`config.mk`:
```
export PLATFORM = sky130hd
export DESIGN_NAME = ttchs_ctrl
export DESIGN_NICKNAME = d
export VERILOG_FILES = /design/src/rtl/ttchs_pkg.sv /design/src/rtl/ttchs_ctrl.sv
export SDC_FILE = /design/constraint.sdc
export NUM_CORES = 1
export LEC_CHECK = 0
export ABC_AREA = 1
export BUFFER_PORTS_ARGS = -buffer_cell sky130_fd_sc_hd__buf_2
export CAP_MARGIN = 20
export CORE_MARGIN = 4
export CORE_UTILIZATION = 46
export CTS_BUF_LIST = sky130_fd_sc_hd__clkbuf_4 sky130_fd_sc_hd__clkbuf_8 sky130_fd_sc_hd__clkbuf_16
export CTS_CLUSTER_SIZE = 40
export DETAILED_ROUTE_END_ITERATION = 10
export GPL_ROUTABILITY_DRIVEN = 0
export PLACE_DENSITY_LB_ADDON = 0.3
export SYNTH_ARGS = -nofsm -noshare
export SYNTH_HDL_FRONTEND = slang
export SYNTH_SLANG_ARGS = --single-unit
```
`constraint.sdc`:
```
create_clock -name clk -period 1.7 [get_ports clk]
set_input_delay 0.085 -clock clk [delete_from_list [all_inputs] [get_ports clk]]
set_output_delay 0.085 -clock clk [all_outputs]
set_load 0.01 [all_outputs]
```
`src/rtl/ttchs_pkg.sv`:
```
package ttchs_pkg;

  localparam logic [1:0] CMD_SEARCH = 2'd0;
  localparam logic [1:0] CMD_INSERT = 2'd1;
  localparam logic [1:0] CMD_REMOVE = 2'd2;
  localparam logic [1:0] CMD_NOP    = 2'd3;

  localparam logic [1:0] ST_PRESENT = 2'd0;
  localparam logic [1:0] ST_ABSENT  = 2'd1;
  localparam logic [1:0] ST_FULL    = 2'd2;

  localparam logic [31:0] SEED_A = 32'd61;
  localparam logic [31:0] MUL_A  = 32'h27d4eb2d;
  localparam logic [31:0] MUL_B  = 32'h045d9f3b;

  typedef struct packed {
    logic        vld;
    logic [31:0] key;
    logic [31:0] data;
  } entry_t;

  localparam int ENTRY_W = $bits(entry_t);

  typedef struct packed {
    logic clr;
    logic accept;
    logic look_rd;
    logic look;
    logic walk_chk;
    logic walk_idx;
    logic sh_rdp;
    logic sh_rdt;
    logic sh_hs;
    logic sh_wr;
    logic res_full;
    logic fin;
    logic out_load;
  } ttchs_cmd_t;

  typedef struct packed {
    logic hash_done;
    logic need_walk;
    logic slot_free;
    logic path_end;
    logic dep_zero;
    logic dep_one;
    logic clr_end;
  } ttchs_sts_t;

endpackage

```
`src/rtl/ttchs_ctrl.sv`:
```
module ttchs_ctrl import ttchs_pkg::*; (
  input  logic       clk,
  input  logic       rst_n,
  input  ttchs_sts_t sts,
  input  logic       in_valid,
  output logic       in_ready,
  output logic       out_valid,
  input  logic       out_ready,
  output ttchs_cmd_t cmd
);

  typedef enum logic [3:0] {
    S_CLEAR, S_IDLE, S_HASH, S_LOOK, S_W_RD, S_W_CHK, S_W_HASH,
    S_SH_RDP, S_SH_RDT, S_SH_HS, S_SH_WT, S_FIN, S_RESP
  } state_t;

  state_t state_r, state_nxt;
  logic   out_vld_r, out_vld_nxt;

  always_comb begin
    cmd         = '0;
    state_nxt   = state_r;
    out_vld_nxt = out_vld_r && !out_ready;
    case (state_r)
      S_CLEAR: begin
        cmd.clr = 1'b1;
        if (sts.clr_end) begin
          state_nxt = S_IDLE;
        end
      end
      S_IDLE: begin
        if (in_valid) begin
          cmd.accept = 1'b1;
          state_nxt  = S_HASH;
        end
      end
      S_HASH: begin
        if (sts.hash_done) begin
          cmd.look_rd = 1'b1;
          state_nxt   = S_LOOK;
        end
      end
      S_LOOK: begin
        cmd.look  = 1'b1;
        state_nxt = sts.need_walk ? S_W_RD : S_RESP;
      end
      S_W_RD: begin
        state_nxt = S_W_CHK;
      end
      S_W_CHK: begin
        cmd.walk_chk = 1'b1;
        if (sts.slot_free) begin
          state_nxt = sts.dep_zero ? S_FIN : S_SH_RDP;
        end else if (sts.path_end) begin
          cmd.res_full = 1'b1;
          state_nxt    = S_RESP;
        end else begin
          state_nxt = S_W_HASH;
        end
      end
      S_W_HASH: begin
        if (sts.hash_done) begin
          cmd.walk_idx = 1'b1;
          state_nxt    = S_W_RD;
        end
      end
      S_SH_RDP: begin
        cmd.sh_rdp = 1'b1;
        state_nxt  = S_SH_RDT;
      end
      S_SH_RDT: begin
        cmd.sh_rdt = 1'b1;
        state_nxt  = S_SH_HS;
      end
      S_SH_HS: begin
        cmd.sh_hs = 1'b1;
        state_nxt = S_SH_WT;
      end
      S_SH_WT: begin
        if (sts.hash_done) begin
          cmd.sh_wr = 1'b1;
          state_nxt = sts.dep_one ? S_FIN : S_SH_RDP;
        end
      end
      S_FIN: begin
        cmd.fin   = 1'b1;
        state_nxt = S_RESP;
      end
      S_RESP: begin
        if (!out_vld_r || out_ready) begin
          cmd.out_load = 1'b1;
          out_vld_nxt  = 1'b1;
          state_nxt    = S_IDLE;
        end
      end
      default: begin
        state_nxt = S_IDLE;
      end
    endcase
  end

  always_ff @(posedge clk) begin
    if (!rst_n) begin
      state_r   <= S_CLEAR;
      out_vld_r <= 1'b0;
    end else begin
      state_r   <= state_nxt;
      out_vld_r <= out_vld_nxt;
    end
  end

  assign in_ready  = state_r == S_IDLE;
  assign out_valid = out_vld_r;

endmodule

```
## After elaboration in Yosys (flattened, before gate mapping)

Index checks and enable logic that the tools add are counted.

| operators by class | value |
|---|---|
| $add $sub $neg | 0 |
| shift-type cells | 0 |
| multiply operators | 0 |
| divide/modulo/power cells | 0 |
| eq/ne operators | 18 |
| reduce and logical (&&, ||, !) cells | 6 |
| $lt $le $gt $ge | 0 |
| bitwise gates (word level) | 0 |
| muxes and demuxes | 32 |

Operator list:

| operator | count |
|---|---|
| 4-bit one-hot mux with 13 select lines | 1 |
| 4-bit two-way mux | 11 |
| 4-bit equality test, second input constant | 5 |
| 1-bit two-way mux | 20 |
| 4-bit by 3-bit equality test with 1-bit output, second input constant | 4 |
| 2-bit inequality test, second input constant | 6 |
| 4-bit by 2-bit equality test with 1-bit output, second input constant | 2 |
| 6-bit AND reduction | 1 |
| 4-bit by 1-bit equality test with 1-bit output, second input constant | 1 |
| 4-bit logical NOT | 1 |
| 1-bit logical NOT | 2 |
| 1-bit logical AND | 1 |
| 1-bit logical OR | 1 |

| word-level totals | value |
|---|---|
| bits in registers | 5 |
| bits in latches | 0 |
| memories kept | 0 |
| input port bits | 11 |
| output and inout port bits | 15 |
| RAM bits | 0 |
| ROM bits | 0 |

## Depth between registers and ports, before layout

| logic depth | value |
|---|---|
| depth after elaboration | 4 |
| mapped depth | 10 |
| gate-level depth less buffers | 10 |

## Least setup slack after synthesis

No wires, ideal clock.

| timing path | value |
|---|---|
| path kind | register to register |
| start | register state_r[2] |
| end | register state_r[3] |
| required time | 1.630 ns |
| clock period less this slack | 1.351 ns |
| cell stages (with the launch flop) | 10 |
| path slack | 0.349 ns |
| arrival time | 1.281 ns |
| cells stage by stage | dfxtp_1 inv_1 ha_1 nand3_1 nand3_2 nand2_2 inv_2 nor2_2 nand3_1 a21oi_1 |

| on the way | value |
|---|---|
| word-level cells in the longest chain between the ends | 3 |
| elaborated cells on any way between the ends | 21 |
| those cells by class | eq/ne: 18; mux: 1; reduce/logical: 2 |

Ends and longest elaborated chain:

| element | RTL line | source |
|---|---|---|
| from (decl) | ttchs_ctrl.sv:17 | `state_t state_r, state_nxt;` |
| from (signal assigned) | ttchs_ctrl.sv:107 | `state_r <= state_nxt;` |
| 4-bit equality test (tied with other cells) | ttchs_ctrl.sv:24 | `case (state_r)` |
| 2-bit inequality test (no line) | - |  |
| 6-bit AND reduction (no line) | - |  |

Parallel ways exist; a longest one is shown, timed or not.
A chain may end at the register's enable or synchronous reset.

## Worst setup path in the final report

Ends and elaborated chain as after synthesis.

==> summary.md <==
| Metric | Value |
|---|---|
| CTS Buf Count | 3 |
| Setup WS post-layout | 0.156 ns |
| Clock Path Buffers | 2 |
| Core Util, Final | approximately three fifths |
| Crit end category | flip-flop |
| Max-cap viol count | 0 |
| First-pass detailed-route iteration total | 5 |
| Final setup vio count | 0 |
| Max IR drop VDD | ~0.45 mV |
| Worst path top cell family by delay | simple AND/OR/NAND/NOR gates |
| Tcrit/Tclk final | slightly above 90% |
| TritonCTS clock tree | done |
| Worst slack at placement | around 0.17 ns |
| Worst-skew pair later-pin latency | 0.24 ns |
| Cells after Synth | ~100 |
| Worst Path Class, Setup | flip-flop to flip-flop |
| Setup TNS Final | 0 ns |
| WP buf/inv | 2 |
| Synth area leader | dfxtp_1 |
| Status | completed |
| WL final | approximately 1500 um |
| I/O Buffers | 25 |
| Startpoint types | flip-flop |
| Max Slew Vio Count | 0 |
| Chip Height | approximately 45 um |
| Power Density | roughly 560 nW/um2 |
| Global-route wire length before repair | around 2500 um |
| Tmin final | 1.54 ns |
| Sequential share of the synthesized area | 15.9% |
| Final Hold Viols | 0 |
| Share of post-route cells with drive strength above 1 | between 30% and 40% |
| Post-route clock skew | between 0.006 and 0.007 ns |
| Mean Syn Cell Area | ~6.2 um2 |
| Met3 Resource Use GR | 5.58% |
| Synth cell types | 22 |
| Crit path max fanout | 8 |
| Met1 usage | 20.1% |
| Slowest-stage cell, CP | dfxtp_1 |
| Max Fclk | 648 MHz |
| Post-Place Cells | between 100 and 150 |
| DR iter-0 viols | 24 |
| Most common cell after layout, fill and taps aside | buf_2 |
| CTS HTree Levels | 1 |
| RSZ-0062 raised after global routing | no |
| GRT Resource Usage Total | 16.0% |
| Nets | around 150 |
| Detail Route Antenna Nets | 0 |
| YS warnings | 0 |
| Commonest non-fill, non-tap cells in the layout | buf_2, inv_1, nand2_1 |
| Synth area leaders | dfxtp_1, inv_1, nand2_1, ha_1, nand3_1 |
| GR Overflow Total | 0 |
| Die area | between 2000 and 2500 um2 |
| Layout area overhead | 26.4% |
| Min-delay src | rst_n |
| Net Count, Synth | 117 |
| Post-CTS sizing | 0 |
| Total number of vias | a little over 700 |
| CP startpoint | state_r[2] |
| Hold_buf cts | 0 |
| Critical path cell sequence | inv_1 > ha_1 > nand3_1 > nand3_2 > nand2_2 > inv_2 > nor2_2 > nand3_1 > a21oi_1 |
| Area of the multi-input gates | roughly 420 um2 |
| WP data required | approximately 1.9 ns |
| Min-delay worst type | input pin to flip-flop |
| Most Crowded Layer GR | met2 |
| Die width | 45.0 um |
| Worst slew pin tran | 0.260 ns |
| Rows | 13 |
| # Post-CTS Setup Buffers | 0 |
| Pin count of the biggest net entering global routing | 11 |
| Post-route insts no fill | 145 |
| FF+latch count, synth | 5 |
| GR Util met2 | a little over a quarter |
| Antenna violations before repair | 0 |
| Area share of the leading cell type in the synthesized netlist | between 15 and 20% |
| Slew HR | 82.6% |
| Clock Pin Slew Worst Setup and Hold Paths | 0.05 ns |
| Clock Sinks | 5 |
| Vias in the first global route | 640 |
| DP Wirelength | 1260 um |
| Root Buffer | clkbuf_4 |
| FF/Latch Area | 100 um2 |
| IO Pins | 26 |
| WL/cell | 10.1 um |
| Drt drc | 0 |
| Leakage | 0.504 nW |
| Worst path max stage delay | 0.38 ns |
| ANT cells | 0 |
| Core area | ~1300 um2 |
| Initial cell density of the core | approximately 48% |
| Via density | 4.91 |
| CP Data Arrival Time | about 1.7 ns |
| Worst reg2reg startpoint | state_r[2] |
| FILL cells | between 100 and 150 |
| Synth Cell Area | ~630 um2 |
| CP most frequent cell | nand3_1 |
tightest hold or removal path: stages:
cell,delay [ns]
buf_2,0.09
nand2_1,0.05
inv_1,0.04
final cells by class:
class	count	area share [%]
well taps	15	2.35
clock buffers	4	3.77
flip-flops and latches	5	12.6
inverters	21	10.8
repair buffers	27	17.6
multi-input cells	73	52.9
registers in the layout (all words and copies together), names as in the netlist:
name and flops:
out_valid 1, state_r 4
cell families after synthesis:
| group | Yosys count | share of synthesized area (%) |
|---|---|---|
| DFF | 5 | 15.9 |
| buffers and inverters | 23 | 17.3 |
| adders and majority gates | 5 | 9.92 |
| AOI/OAI and AO/OA | 11 | 10.5 |
| and+or+nand+nor | 57 | 46.4 |
per-layer routing:
| layer | wire length [um] | vias to the layer above | part of all wire [%] |
|---|---|---|---|
| met5 | 0 | - | 0 |
| met4 | 0 | 0 | 0 |
| met3 | 139 | 0 | 9.5 |
| met2 | 698 | 32 | 48 |
| met1 | 628 | 308 | 43 |
| li1 | - | 372 | - |
where the power goes:
part | leakage, nW | switching, mW | total (mW) | internal (mW)
registers | 0.0406 | 0.00120 | 0.124 | 0.123
logic | 0.445 | 0.102 | 0.164 | 0.0623
clock network | 0.0184 | 0.0510 | 0.156 | 0.105
total | 0.504 | 0.154 | 0.444 | 0.290
per-stage QoR:
stage	hold slack [ns]	total power [mW]	instance area, um2
after global placement	0.281	0.289	767
after detailed placement	0.288	0.290	767
after floorplan	0.183	0.253	631
after global routing	0.0478	0.476	797
after CTS	0.0336	0.448	797
final	0.0365	0.444	797
synth_stat cells (all sizes together):
master,n
nor3,2
a21oi,4
nand3,16
ha,5
dfxtp,5
o21bai,1
nand2,19
nand2b,1
nor2,18
o211ai,2
o21ai,4
inv,21
buf,2
nand3b,1
final timing paths:
| path | endpoint | slack [ns] | cells past startpoint |
|---|---|---|---|
| worst max-delay path | state_r[3] | 0.16 | 9 |
| worst min-delay path | state_r[1] | 0.04 | 3 |
| worst max register to register | state_r[3] | 0.16 | 9 |
| worst min register to register | state_r[2] | 0.51 | 2 |
No activity file was read; power rests on OpenSTA's default activity.
